==> config.mk <==
export PLATFORM = sky130hd
export DESIGN_NAME = ajb_front_flat
export DESIGN_NICKNAME = d
export VERILOG_FILES = /design/src/design/ajb_pkg.sv /design/src/design/ajb_if.sv /design/src/design/ajb_front.sv /design/src/flat_wrapper.sv
export SDC_FILE = /design/constraint.sdc
export NUM_CORES = 1
export LEC_CHECK = 0
export ABC_AREA = 1
export BUFFER_PORTS_ARGS = -buffer_cell sky130_fd_sc_hd__buf_4
export CAP_MARGIN = 15
export CORE_MARGIN = 3
export CORE_UTILIZATION = 40
export DETAILED_ROUTE_END_ITERATION = 10
export GPL_TIMING_DRIVEN = 0
export MAX_ROUTING_LAYER = met4
export PLACE_DENSITY_LB_ADDON = 0.25
export SLEW_MARGIN = 20
export SYNTH_ARGS = -nofsm -noshare
export SYNTH_HDL_FRONTEND = slang
export SYNTH_SLANG_ARGS = --single-unit
==> constraint.sdc <==
create_clock -name i_clk -period 2.3 [get_ports i_clk]
set_input_delay 0.115 -clock i_clk [delete_from_list [all_inputs] [get_ports i_clk]]
set_output_delay 0.115 -clock i_clk [all_outputs]
set_load 0.05 [all_outputs]
==> src/design/ajb_pkg.sv <==
`timescale 1ns / 1ps

package ajb_pkg;

    localparam int BUFFER_DEPTH = 16384;
    localparam int SAMPLE_BITS  = 24;
    localparam int PTR_W        = $clog2(BUFFER_DEPTH);
    localparam int FILL_W       = PTR_W + 1;
    localparam int FRAME_W      = 12;
    localparam int THR_W        = 15;
    localparam int CNT_W        = 32;
    localparam int CFG_IDX_W    = 2;
    localparam int CFG_DATA_W   = 15;
    localparam int Q_DEPTH      = 2;
    localparam int Q_AW         = $clog2(Q_DEPTH);
    localparam int Q_CW         = $clog2(Q_DEPTH + 1);

    localparam logic [CFG_IDX_W-1:0] REG_FRAME_LENGTH = 2'd0;
    localparam logic [CFG_IDX_W-1:0] REG_TARGET_FILL  = 2'd1;
    localparam logic [CFG_IDX_W-1:0] REG_MAX_FILL     = 2'd2;

    localparam logic [FRAME_W-1:0] FRAME_LENGTH_RST = 12'd960;
    localparam logic [THR_W-1:0]   TARGET_FILL_RST  = 15'd2880;
    localparam logic [THR_W-1:0]   MAX_FILL_RST     = 15'd9600;

    typedef enum logic {
        OP_PUSH = 1'b0,
        OP_PULL = 1'b1
    } t_op;

    typedef struct packed {
        t_op                           op;
        logic                          first;
        logic signed [SAMPLE_BITS-1:0] sample;
    } t_item;

    typedef struct packed {
        logic                  we;
        logic [CFG_IDX_W-1:0]  idx;
        logic [CFG_DATA_W-1:0] data;
    } t_cfg_wr;

endpackage

==> src/design/ajb_if.sv <==
`timescale 1ns / 1ps

interface ajb_in_if import ajb_pkg::*; ();
    logic                          valid;
    logic                          ready;
    logic                          kind;
    logic signed [SAMPLE_BITS-1:0] sample_in;
    logic                          first;

    modport source (output valid, kind, sample_in, first, input ready);
    modport sink   (input valid, kind, sample_in, first, output ready);
endinterface


==> src/design/ajb_front.sv <==
`timescale 1ns / 1ps

module ajb_front import ajb_pkg::*; (
    input  logic     i_clk,
    input  logic     i_rst_n,
    ajb_in_if.sink   i_in,
    output logic     o_q_valid,
    output t_item    o_q_item,
    input  logic     i_q_pop
);

    t_item             r_q [Q_DEPTH];
    logic [Q_AW-1:0]   r_wr;
    logic [Q_AW-1:0]   r_rd;
    logic [Q_CW-1:0]   r_cnt;
    logic [Q_CW-1:0]   n_cnt;
    logic              push;
    logic              pop;
    t_item             item;

    assign i_in.ready = (r_cnt < Q_CW'(Q_DEPTH));
    assign push       = i_in.valid && i_in.ready;
    assign pop        = i_q_pop && (r_cnt != '0);

    always_comb begin
        item.op     = t_op'(i_in.kind);
        item.first  = i_in.first;
        item.sample = i_in.sample_in;
    end

    always_comb begin
        n_cnt = r_cnt;
        if (push && !pop) begin
            n_cnt = r_cnt + 1'b1;
        end else if (pop && !push) begin
            n_cnt = r_cnt - 1'b1;
        end
    end

    always_ff @(posedge i_clk) begin
        if (!i_rst_n) begin
            r_wr  <= '0;
            r_rd  <= '0;
            r_cnt <= '0;
        end else begin
            r_cnt <= n_cnt;
            if (push) begin
                r_wr <= (r_wr == Q_AW'(Q_DEPTH - 1)) ? '0 : r_wr + 1'b1;
            end
            if (pop) begin
                r_rd <= (r_rd == Q_AW'(Q_DEPTH - 1)) ? '0 : r_rd + 1'b1;
            end
        end
    end

    always_ff @(posedge i_clk) begin
        if (push) begin
            r_q[r_wr] <= item;
        end
    end

    assign o_q_valid = (r_cnt != '0);
    assign o_q_item  = r_q[r_rd];

endmodule

==> src/flat_wrapper.sv <==
// flat-port wrapper written by rule: the top's interface ports become plain ports
module ajb_front_flat import ajb_pkg::*;
  (i_clk, i_rst_n, o_q_valid, o_q_item, i_q_pop, i_in_valid, i_in_kind, i_in_sample_in, i_in_first, i_in_ready);
  ajb_in_if i_in_i ();
  input  logic i_clk;
  input  logic i_rst_n;
  output logic o_q_valid;
  output t_item o_q_item;
  input  logic i_q_pop;
  input wire logic [$bits(i_in_i.valid)-1:0] i_in_valid;
  input wire logic [$bits(i_in_i.kind)-1:0] i_in_kind;
  input wire logic [$bits(i_in_i.sample_in)-1:0] i_in_sample_in;
  input wire logic [$bits(i_in_i.first)-1:0] i_in_first;
  output wire logic [$bits(i_in_i.ready)-1:0] i_in_ready;
  assign i_in_i.valid = i_in_valid;
  assign i_in_i.kind = i_in_kind;
  assign i_in_i.sample_in = i_in_sample_in;
  assign i_in_i.first = i_in_first;
  assign i_in_ready = i_in_i.ready;
  ajb_front u_core (.i_clk(i_clk), .i_rst_n(i_rst_n), .i_in(i_in_i), .o_q_valid(o_q_valid), .o_q_item(o_q_item), .i_q_pop(i_q_pop));
endmodule
== Word-level counts from Yosys, hierarchy flattened ==
Memory sizes are Yosys's and may differ from the RTL's. A register that Yosys moved wholly into a read port is not among the register bits.
Index checks and enable logic that the tools add are counted.
Storage, ports and cells
  memories: 1
  logic and storage cells: 25
  RAM bits: 52
  register bits after elaboration: 4
  input bits: 30
  output and inout bits: 28
Operators by class
  multiplexer cells: 8
  order comparisons: 1
  reduce and logical (&&, ||, !) cells: 8
  add/subtract/negate cells: 4
Memory list
  u_core.r_q: words 2, width 26, read ports 1, clocked after memory_dff 1, write ports 1, RTL line ajb_front.sv:12  | t_item r_q [Q_DEPTH];
Operators with widths (number)
  1-bit 2-to-1 mux: 6
  1-bit logical AND: 4
  2-bit 2-to-1 mux: 2
  2-bit nonzero test: 2
  1-bit adder, second input constant: 2
  2-bit by 1-bit adder with 2-bit output, second input constant: 1
  1-bit zero test: 2
  2-bit less-than comparator, second input constant: 1
  2-bit by 1-bit subtractor with 2-bit output, second input constant: 1

== Longest topological paths before layout ==
  depth after elaboration: 6
  depth in mapped cells: 10
  depth with buffers taken out: 10

== Least setup slack after synthesis ==
Ideal clock, no wire load.
  path type: register to register
  start point: reg u_core.r_cnt[1]
  end point: mem u_core.r_q[0][0] (netlist name) (enable)
  arrival time: 1.998 ns
  buffers on the path: 0
  library setup time: 0.409 ns
  cell stages (with the launch flop): 4
  data required time: 1.891 ns
  slack: -0.107 ns
  clock period less this slack: 2.407 ns
  path through: dfxtp_1 inv_1 nand2_1 nor2_1
On the way
  longest elaborated chain between the ends: 4
Ends and longest elaborated chain
  start: declaration: RTL line ajb_front.sv:15  | logic [Q_CW-1:0] r_cnt;
  start signal: assignment: RTL line ajb_front.sv:46  | r_cnt <= n_cnt;
  2-bit less-than comparator: RTL line ajb_front.sv:21  | assign i_in.ready = (r_cnt < Q_CW'(Q_DEPTH));
  via i_in_ready: RTL line flat_wrapper.sv:14  | output wire logic [$bits(i_in_i.ready)-1:0] i_in_ready;
  1-bit logical AND: RTL line ajb_front.sv:22  | assign push = i_in.valid && i_in.ready;
  1-bit 2-to-1 mux: RTL line ajb_front.sv:57  | if (push) begin
  1-bit 2-to-1 mux (implied by the code): RTL line ajb_front.sv:58  | r_q[r_wr] <= item;
  end: declaration: RTL line ajb_front.sv:12
The timed path passes the listed nets, and every way through them passes these cells.

== Worst setup path after layout ==
  start point: reg u_core.r_cnt[1]
  end point: mem u_core.r_q[1][25] (netlist name) (enable)
On the way
  longest elaborated chain between the ends: 4
Ends and longest elaborated chain (RTL line)
  2-bit less-than comparator: ajb_front.sv:21
  1-bit logical AND: ajb_front.sv:22
  1-bit 2-to-1 mux: ajb_front.sv:57
  1-bit 2-to-1 mux (implied by the code): ajb_front.sv:58
No other way between the ends.

==> out/metrics.cfg <==
[placement]
gp_congestion=0.722
place_hpwl_um=2540
portBuffers=57
place_area_um2=2750

[timing]
fin_crit_sh_pct=74.2
drv_slew=0
setup_tns_ns=0
fmax_mhz=586
slew_headroom_pct=46.9
finalHoldViolCount=0
tightestPinTransition_ns=0.795
period_needed_ns=1.71
rsz0062_at_grt=false
whs_ns=0.0601
setup_violations=0
fin_skew_ns=0.00503

[clock_network]
cts-buffers-inserted=9
worst_skew_pair.late_latency_ns=0.32
cts_hold_buf=26
postCtsSetupRepairBufs=0
clockBufferDepth=2
cts_resized=0
clk_pin_slew_worst_paths_ns=0.06
cts_root_buffer=clkbuf_8
tritoncts=yes
cts-htree-levels=3
cts.sinks=57

[detailed_routing]
drc=0
ant_nets=0
via_count=1264
wl_per_cell_um=13.7
routed_wl_um=3870
drt_iter0_drc=28
viasPerCell=4.47
dr.pass1.iters=4

[grt]
met2_usage_pct=22.4
grt_pass1_vias=1351
grt.met1_usage_pct=13.2
grt_pass1_wl_um=6020
antenna_found_initial=0
grt_use_total_pct=13.3
grtUsageMet3_pct=3.92
grt-ovfl-total=0
grt_max_degree=27
top_usage_layer=met2

[final_layout]
fin_area_um2=3150
fin_util_pct=60.1
layout_common_cells=57 x buf_4, 52 x edfxtp_1, 26 x dlygate4sd3_1
area_delta_synth_final_pct=42.1
final_common_cell=buf_4
finalNetCount=241
n_antenna_cell=0
drive_above_1_share_pct=45.5
n_fill_cell=404

[floorplan]
fp.dieW_um=80.4
core-area_um2=5240
num_io_pins=58
start_util_pct=42.3
num_rows=26
die-area_um2=6470
die_h_um=80.4

[critical_path]
critPathBufInv=1
cp_slowest_cell=nor2_4
critPathTopFamily=simple AND/OR/NAND/NOR gates
critical_path_class=reg2reg
max_stage_delay_ns=0.67
worstPathRequired_ns=2.24
cp_max_fo=26
critPathArrivalTime_ns=1.65
cp-end-kind=register
crit_path_start_kind=register
cp_cell_sequence=inv_1 -> nand2_1 -> nor2_4

[outcome]
outcome=completed

[synthesis]
synth_top_area_cell=edfxtp_1
ys_warn_count=0
avgSynthCellArea_um2=19.1
synth_area_um2=2210
ys_ff_latch=57
synth_top_family_by_area=multiplexers
yosys-top-cells-area=edfxtp_1 71%, mux2_4 14%, dfxtp_1 4.5%
synth_top_area_share_pct=70.5
synth-compound-area-share_pct=1.24
yosysSeqAreaShare_pct=75.0
synth_fa_ha_area_share_pct=0.565
post_synth_num_cell_types=15
synth_xor_area_share_pct=0
synthSimpleGateAreaFrac_pct=2.88
synth.area.mux_share_pct=16.6
syn_inst=116
synth_fp_nets=147

[pwr]
fin_total_pwr_mw=3.61
peakVddDrop_uv=909
cellPowerDensity_nw_per_um2=1150
p_leak_nw=1.25

[worst_hold_path]
min-delay-path-class=in2reg

[run]
max_cap_violations=0

## layer usage
layer  routed length (um)  vias up  share of wire (%)
met1                 1450      596                 37
li1                     -      616                  -
met5                    0        -                  0
met4                   96        0                2.5
met3                  214       10                5.5
met2                 2110       42                 55
## cell families (layout without fill, tap and decap cells)
| group | Yosys count | in the layout |
|---|---|---|
| flops | 57 | 57 |
| mux | 26 | 26 |
| simple gates | 16 | 16 |
| buf+inv | 11 | 108 |
| compound gates | 5 | 5 |
| fa+ha+maj | 1 | 1 |
## flip-flops by register name, indices dropped and copies added (netlist names), named ones only
register      count
u_core.r_cnt      2
u_core.r_q       52
u_core.r_rd       1
u_core.r_wr       1
## cells in the mapped netlist
| master | instances |
|---|---|
| buf_12 | 2 |
| nand2_1 | 8 |
| inv_1 | 8 |
| ha_1 | 1 |
| nand3_1 | 1 |
| o21a_1 | 1 |
| mux2_4 | 20 |
| mux2_2 | 6 |
| nor2_1 | 6 |
| buf_6 | 1 |
| dfxtp_1 | 5 |
| o21ai_0 | 2 |
| nand4_1 | 1 |
| edfxtp_1 | 52 |
| a21oi_1 | 2 |
## layout make-up
class                           instances  area, um2  area share (%)
Inverter                                8       30.0           0.954
Tap cell                               70       87.6            2.78
Clock inverter                          2       7.51           0.238
Multi-Input combinational cell         48        487            15.5
Buffer                                  3       51.3            1.63
Timing Repair Buffer                   83        688            21.9
Clock buffer                           12        135            4.29
Sequential cell                        57       1660            52.8
## per-stage QoR
step                setup WS (ns)  instances
floorplan                  -0.107        116
global placement           -0.309        243
detailed placement          0.583        243
CTS                         0.565        283
global route                0.481        283
finish                      0.594        283
## worst paths after layout
path / from / end / slack [ns] / depth (start not counted)
worst min register to register: u_core.r_rd$_SDFFE_PN0P_ / u_core.r_rd$_SDFFE_PN0P_ / 0.50 / 2
worst min-delay path: i_rst_n / u_core.r_cnt[1]$_SDFFE_PN0P_ / 0.06 / 3
worst max-delay path: u_core.r_cnt[1]$_SDFFE_PN0P_ / u_core.r_q[1][25]$_DFFE_PP_ / 0.59 / 3
worst max register to register: u_core.r_cnt[1]$_SDFFE_PN0P_ / u_core.r_q[1][25]$_DFFE_PP_ / 0.59 / 3
## report_power, final
| part | total, mW | internal, mW | switching [mW] |
|---|---|---|---|
| registers | 1.39 | 1.33 | 0.0523 |
| logic | 1.53 | 0.571 | 0.961 |
| clock network | 0.694 | 0.372 | 0.323 |
| total | 3.61 | 2.28 | 1.34 |
## worst register-to-register path: stages (launching register included)
cell     delay [ns]
dfxtp_1        0.33
inv_1          0.12
nand2_1        0.21
nor2_4         0.67
Note: power is estimated with default switching activity, not from simulation.
